==> src/sv/brs_pkg.sv <==
// brs_pkg: constants, codes and types shared by the bilinear resampler
// used by brs_div and bilinear_gray_resampler; depends on nothing else
package brs_pkg;

  // image and coordinate geometry
  localparam int MAX_DIM   = 256;
  localparam int COORD_W   = $clog2(MAX_DIM);       // pixel index bits
  localparam int DIM_W     = COORD_W + 1;           // size register bits
  localparam int ADDR_W    = 2 * COORD_W;           // image store address bits
  localparam int PIX_W     = 8;

  // fixed point
  localparam int FRAC_BITS = 16;
  localparam int W_W       = FRAC_BITS + 1;         // weight 0..1 inclusive
  localparam int PROD_W    = 2 * DIM_W - 1;         // (2o+1)*s fits here
  localparam int DVD_W     = PROD_W + FRAC_BITS - 1;
  localparam int DIV_STEPS = DVD_W / 2;             // two quotient bits a step
  localparam int DIV_CNT_W = $clog2(DIV_STEPS);

  localparam logic [DVD_W-1:0] HALF_POS = DVD_W'(1) << (FRAC_BITS - 1);
  localparam logic [W_W-1:0]   W_ONE    = W_W'(1) << FRAC_BITS;

  // operation codes carried in tuser
  localparam logic OP_WRITE  = 1'b0;
  localparam logic OP_SAMPLE = 1'b1;

  // register indexes
  localparam logic [1:0] REG_SRC_W = 2'd0;
  localparam logic [1:0] REG_SRC_H = 2'd1;
  localparam logic [1:0] REG_OUT_W = 2'd2;
  localparam logic [1:0] REG_OUT_H = 2'd3;

  // clamped neighbour indexes and weight along one axis
  typedef struct packed {
    logic [COORD_W-1:0] i0;
    logic [COORD_W-1:0] i1;
    logic [W_W-1:0]     w;
  } axis_t;

endpackage

==> src/sv/brs_div.sv <==
// brs_div: radix-4 restoring divider for the source position quotient
// depends on brs_pkg; one start pulse, done pulses when the quotient is ready
module brs_div (
  input  logic                        clk_i,
  input  logic                        rst_ni,
  input  logic                        start_i,
  input  logic [brs_pkg::DVD_W-1:0]   dividend_i,
  input  logic [brs_pkg::DIM_W-1:0]   divisor_i,
  output logic                        done_o,
  output logic [brs_pkg::DVD_W-1:0]   quotient_o
);
  import brs_pkg::*;

  logic                 busy_q, busy_d;
  logic                 done_q, done_d;
  logic [DIV_CNT_W-1:0] cnt_q, cnt_d;
  logic [DVD_W-1:0]     dvd_q, dvd_d;
  logic [DIM_W-1:0]     rem_q, rem_d;
  logic [DIM_W-1:0]     dsr_q, dsr_d;

  // two restoring steps per cycle; quotient bits shift in behind the dividend
  always_comb begin
    logic [DIM_W:0]   r;
    logic [DIM_W-1:0] rm;
    logic [DVD_W-1:0] dv;
    busy_d = busy_q;
    done_d = 1'b0;
    cnt_d  = cnt_q;
    dvd_d  = dvd_q;
    rem_d  = rem_q;
    dsr_d  = dsr_q;
    rm     = rem_q;
    dv     = dvd_q;
    r      = '0;
    if (start_i) begin
      busy_d = 1'b1;
      cnt_d  = '0;
      dvd_d  = dividend_i;
      rem_d  = '0;
      dsr_d  = divisor_i;
    end else if (busy_q) begin
      for (int k = 0; k < 2; k++) begin
        r  = {rm, dv[DVD_W-1]};
        dv = {dv[DVD_W-2:0], 1'b0};
        if (r >= {1'b0, dsr_q}) begin
          r     = r - {1'b0, dsr_q};
          dv[0] = 1'b1;
        end
        rm = r[DIM_W-1:0];
      end
      dvd_d = dv;
      rem_d = rm;
      cnt_d = cnt_q + DIV_CNT_W'(1);
      if (cnt_q == DIV_CNT_W'(DIV_STEPS - 1)) begin
        busy_d = 1'b0;
        done_d = 1'b1;
      end
    end
  end

  // control state
  always_ff @(posedge clk_i or negedge rst_ni) begin
    if (!rst_ni) begin
      busy_q <= 1'b0;
      done_q <= 1'b0;
      cnt_q  <= '0;
    end else begin
      busy_q <= busy_d;
      done_q <= done_d;
      cnt_q  <= cnt_d;
    end
  end

  // datapath
  always_ff @(posedge clk_i) begin
    dvd_q <= dvd_d;
    rem_q <= rem_d;
    dsr_q <= dsr_d;
  end

  assign done_o     = done_q;
  assign quotient_o = dvd_q;

endmodule

==> config.mk <==
export PLATFORM = sky130hd
export DESIGN_NAME = brs_div
export DESIGN_NICKNAME = d
export VERILOG_FILES = /design/src/sv/brs_pkg.sv /design/src/sv/brs_div.sv
export SDC_FILE = /design/constraint.sdc
export NUM_CORES = 1
export LEC_CHECK = 0
export ABC_AREA = 1
export BUFFER_PORTS_ARGS = -buffer_cell sky130_fd_sc_hd__buf_4
export CAP_MARGIN = 15
export CELL_PAD_IN_SITES_DETAIL_PLACEMENT = 2
export CELL_PAD_IN_SITES_GLOBAL_PLACEMENT = 2
export CORE_MARGIN = 2
export CORE_UTILIZATION = 32
export CTS_BUF_LIST = sky130_fd_sc_hd__clkbuf_8
export DETAILED_ROUTE_END_ITERATION = 7
export PLACE_DENSITY = 0.88
export RECOVER_POWER = 50
export SYNTH_ARGS = -nofsm -noshare
export SYNTH_HDL_FRONTEND = slang
export SYNTH_SLANG_ARGS = --single-unit
==> constraint.sdc <==
create_clock -name clk_i -period 3.47 [get_ports clk_i]
set_input_delay 0.694 -clock clk_i [delete_from_list [all_inputs] [get_ports clk_i]]
set_output_delay 0.694 -clock clk_i [all_outputs]
set_load 0.02 [all_outputs]
* Yosys cells after proc, flatten, opt, wreduce, memory -nomap -nowiden *
Cells that the tools add are included.

word-level totals
  logic and storage cells = 29
  input port bits = 44
  bits in registers = 56
  output and inout port bits = 33

operators by class
  equal/unequal tests = 1
  $add $sub $neg = 3
  order comparisons = 2
  reduce and logical (&&, ||, !) cells = 1
  multiplexer cells = 16

operators with widths
  kind                                          number
  two-way mux 32 bit                            2
  two-way mux 9 bit                             4
  greater-or-equal comparator 10 x 9 -> 1 bit   2
  subtractor 9 bit                              2
  two-way mux 1 bit                             8
  two-way mux 4 bit                             2
  adder 4 x 1 -> 4 bit (second input constant)  1
  equality test 4 bit (second input constant)   1
  nonzero test 2 bit                            1

* Logic depth before layout (Yosys ltp) *
  word-level depth = 8
  mapped depth = 23
  gate-level depth less buffers = 23

* Least setup slack after synthesis *
No wires, ideal clock.

  kind = flip-flop to flip-flop
  from = reg dvd_q[31], in the netlist quotient_o[31]
  to = reg dvd_q[0], in the netlist quotient_o[0] (data pin)
  slack = 0.104 ns
  cell stages (with the launch flop) = 21
  library setup time = 0.266 ns
  period minus slack after synthesis = 3.366 ns
  path buffers = 1
  data required time = 3.204 ns
  data arrival time = 3.100 ns
  cell sequence = edfxtp_1 > inv_1 > ha_1 > inv_1 > fa_1 > nand2_1 > nand3_2 > nand2_4 > nand2_4 > buf_12 > o21ai_1 > inv_1 > fa_1 > nand3_1 > nand3_2 > nand2_1 > nand2_1 > a21oi_2 > nand2_2 > nor2_8 > o21ai_1

between the ends
  word-level cells in the longest chain between the ends = 8
  elaborated cells between the ends (all ways) = 9
  classes of those cells = 1 x add/sub; 2 x order compare; 6 x mux

ends and longest elaborated chain
  item                                                                                    line                          RTL
  start, declared                                                                         brs_div.sv:17                 logic [DVD_W-1:0] dvd_q, dvd_d;
  start signal, assigned                                                                  brs_div.sv:76                 dvd_q <= dvd_d;
  subtractor 9 bit / greater-or-equal comparator 10 x 9 -> 1 bit (equally long branches)  brs_div.sv:46, brs_div.sv:45
  two-way mux 9 bit (*)                                                                   brs_div.sv:45                 if (r >= {1'b0, dsr_q}) begin
  two-way mux 9 bit (*)                                                                   brs_div.sv:41                 end else if (busy_q) begin
  two-way mux 9 bit (*)                                                                   brs_div.sv:35                 if (start_i) begin
  greater-or-equal comparator 10 x 9 -> 1 bit (*)                                         brs_div.sv:45
  two-way mux 1 bit (*)                                                                   brs_div.sv:45
  two-way mux 32 bit (*)                                                                  brs_div.sv:41
  two-way mux 32 bit (*)                                                                  brs_div.sv:35
  net dvd_d[0]                                                                            brs_div.sv:17

The timed path passes the listed nets; every way through them passes the cells marked *. The select of a mux whose other input is x is not followed.
A chain may end at the register's enable or synchronous reset.

* Worst setup path after layout *
  from = reg dsr_q[2]
  to = reg rem_q[5]

between the ends
  word-level cells in the longest chain between the ends = 6
  elaborated cells between the ends (all ways) = 8
  classes of those cells = 2 x add/sub; 2 x order compare; 4 x mux

ends and longest elaborated chain
  item                                                                                    line                          RTL
  start, declared                                                                         brs_div.sv:19                 logic [DIM_W-1:0] dsr_q, dsr_d;
  start signal, assigned                                                                  brs_div.sv:78                 dsr_q <= dsr_d;
  subtractor 9 bit / greater-or-equal comparator 10 x 9 -> 1 bit (equally long branches)  brs_div.sv:46, brs_div.sv:45
  two-way mux 9 bit                                                                       brs_div.sv:45
  two-way mux 9 bit                                                                       brs_div.sv:41
  two-way mux 9 bit                                                                       brs_div.sv:35
  subtractor 9 bit / greater-or-equal comparator 10 x 9 -> 1 bit (equally long branches)  brs_div.sv:46, brs_div.sv:45
  two-way mux 9 bit (*)                                                                   brs_div.sv:45
  end signal, assigned                                                                    brs_div.sv:77                 rem_q <= rem_d;
  end, declared                                                                           brs_div.sv:18                 logic [DIM_W-1:0] rem_q, rem_d;

Every way passes the cells marked *; elsewhere a longest branch is shown, timed or not. The select of a mux whose other input is x is not followed.

==> flow_summary_export.csv <==
group,metric,value,unit
run_status,status,"finished, final reports clean",
clock_network,clk_pin_slew,0.11,ns
drt,drtIter0Drc,146,
drt,drt_first_pass_iters,4,
grt,grt_max_degree,46,
worst_setup_path,worstSetupEndpointType,"register",
placed_design,portBuffers,76,
grt,grt_antenna_before_repair,0,
drt,antenna_left,0,
yosys,ys_ff_latch,56,
grt,grt_pass1_vias,3622,
yosys,synthTopCellsByArea,"edfxtp_1 36%, nand2_1 20%, ha_1 7.0%",
worst_setup_path,start_kind,"register",
drt,viasPerCell,5.008,
power,leakagePower,2.237,nW
yosys,synth_edf_count,41,
worst_setup_path,worst_ep_required_time,3.70,ns
sta,rsz0062_at_grt,"true",
grt,grt_overflow,0,
clock_network,cts.path.max_buffers,2,
power,power_density,934.6,nW/µm²
yosys,synthCells,416,
grt,track_usage,21.89,%
cells_and_area,final_cells,642,
sta,tightest_slew,0.5103,ns
yosys,synth_nets,481,
worst_setup_path,cp.arrival,3.62,ns
die,rows,37,
sta,slew_viol_final,0,
die,die-area,11450,µm²
clock_network,hold_buffers,0,
worst_setup_path,path_buf_inv,3,
die,fp.dieH,107.0,µm
drt,routed_wl,13.95,mm
worst_setup_path,crit_top_cell,"nand2_1",
sta,whs,0.2458,ns
cells_and_area,drive_gt1_share,32.02,%
yosys,synth_ff_type,"edfxtp_1",
worst_setup_path,critPathSlowestCell,"edfxtp_1",
worst_setup_path,path_delay_family,"simple AND/OR/NAND/NOR gates",
clock_network,clock_sinks,56,
drt,drc_errors,0,
clock_network,htreeDepth,2,
min_path,hp-class,"in2async",
yosys,synth_top_area_share,36.26,%
sta,tns,0,ns
clock_network,cts_tree,"built",
grt,grt_pass1_wl,19.24,mm
power,vdd_drop_max,330.2,µV
yosys,async_flop_share,10.71,%
yosys,synth_common_cells,"178 x nand2_1, 50 x inv_1, 41 x edfxtp_1",
cells_and_area,antenna_cells,0,
drt,drt-wirelength-per-cell,21.72,µm
job,drv_cap,0,
clock_network,numCtsBuffers,5,
yosys,postSynthAreaPerCell,8.163,µm²
yosys,synth_cell_types,35,
worst_setup_path,max_stage_delay,0.40,ns
sta,post-route-period-util,97.64,%
cells_and_area,finalNetCount,571,
clock_network,cts_root_buf,"clkbuf_8",
clock_network,clock_latency,0.33,ns
sta,finalHoldViolCount,0,
die,start_util,32.89,%
die,core,10320,µm²
placed_design,gp_congestion,0.8451,
sta,fmax,295.2,MHz
cells_and_area,final_area,4492,µm²
sta,skew,0.01489,ns
yosys,yosysTopAreaCell,"edfxtp_1",
yosys,synthesis.area,3396,µm²
yosys,ys_seq_area_share,45.98,%
yosys,yosysWarnings,0,
cells_and_area,area_growth,32.28,%
sta,slew_headroom,65.94,%
placed_design,place_hpwl,9.078,mm
die,die-width,107.0,µm
yosys,synth_most_common_cell,"nand2_1",
sta,period_minus_slack,3.388,ns
drt,via_count,3215,
placed_design,post_dp_cell_area,4128,µm²
sta,setup_viol,0,
worst_setup_path,path_cells,"inv_2, ha_2, nand2_1, inv_2, nand3_1, nand2_2, nor2_4, nand2_8, o21ai_2, inv_1, ha_2, a21oi_1, nor2_1, nor2_1, o21ai_0, xnor2_1, nand2_1, nand3_1, nand2_1",
placed_design,dp_cells,625,
worst_setup_path,path_max_fanout,7,
worst_setup_path,path_class,"reg2reg",
die,io_pins,77,
[kinds of logic after synthesis]
family                     synth area share, %
buffers and inverters                    7.222
AOI/OAI and AO/OA                        4.790
adders and majority gates                8.180
xor gates and xnor gates                 2.579
and+or+nand+nor                          31.25
DFF                                      45.98
[stage by stage]
step           setup slack [ns]  util, %  total power [mW]
2_1_floorplan            0.1035        -             2.534
3_3_place_gp            0.08834    39.98             2.961
3_5_place_dp            -0.1688    39.98             3.153
4_1_cts               0.0004816    41.43             3.655
5_1_grt                -0.08050    43.51             4.487
6_report                0.08201    43.51             4.198
[cell usage in the layout (no fill, tap or decap), types with 3 or more instances in the layout]
cell type / count
a21oi_1: 7
buf_4: 78
clkbuf_4: 9
clkbuf_8: 5
dfrtp_1: 6
dfxtp_1: 9
edfxtp_1: 41
ha_1: 7
ha_2: 6
ha_4: 6
inv_1: 42
inv_2: 11
nand2_1: 169
nand2_2: 17
nand2_4: 3
nand3_1: 19
nand3_2: 5
nand3b_1: 3
nand4_1: 3
nor2_1: 13
nor2_2: 3
o21ai_0: 5
o21ai_4: 4
xnor2_1: 6
xor2_1: 4
[path summary, 6_finish.rpt]
path | cells past startpoint | end | slack (ns) | from
worst max-delay path | 19 | rem_q[5] | 0.08 | dsr_q[2]
worst min-delay path | 1 | done_o | 0.25 | rst_ni
worst max register to register | 19 | rem_q[5] | 0.08 | dsr_q[2]
worst min register to register | 1 | cnt_q[3] | 0.50 | cnt_q[3]
max in group asynchronous | 1 | cnt_q[1] | 2.96 | rst_ni
min in group clk_i | 1 | cnt_q[3] | 0.50 | cnt_q[3]
[routing by layer]
layer	routed length [µm]	global-route usage [%]	part of all wire, %	up-vias
li1	-	-	-	1500
met2	7523	40.67	54	95
met3	735	4.863	5.3	19
met1	5457	25.77	39	1601
met5	0	0	0	-
met4	229	4.360	1.6	0
[power by group]
part           internal, mW  total, mW  switching (mW)
registers             0.843      0.955           0.113
clock network         0.136      0.366           0.230
logic                  1.08       2.88            1.80
total                  2.06       4.20            2.14
[layout make-up]
type	count	area [µm²]
Multi-Input combinational cell	301	1815
Clock inverter	2	8.758
Fill cell	1132	5832
Sequential cell	56	1562
Clock buffer	5	68.82
Timing Repair Buffer	89	668.1
Tap cell	136	170.2
Inverter	53	198.9
[timing repair]
| action | in CTS | in global routing |
|---|---|---|
| buffers inserted | 2 | 6 |
| resized for setup | 11 | 37 |
| pin swaps | 3 | 15 |
| gates cloned | 1 | 1 |
| setup endpoints to repair | 10 | 10 |
[registers in the layout, indices dropped and copies added, names as in the netlist]
signal	cells
quotient_o	32
dsr_q	9
rem_q	9
cnt_q	4
busy_q	1
done_o	1
(Power assumes the default switching activity.)
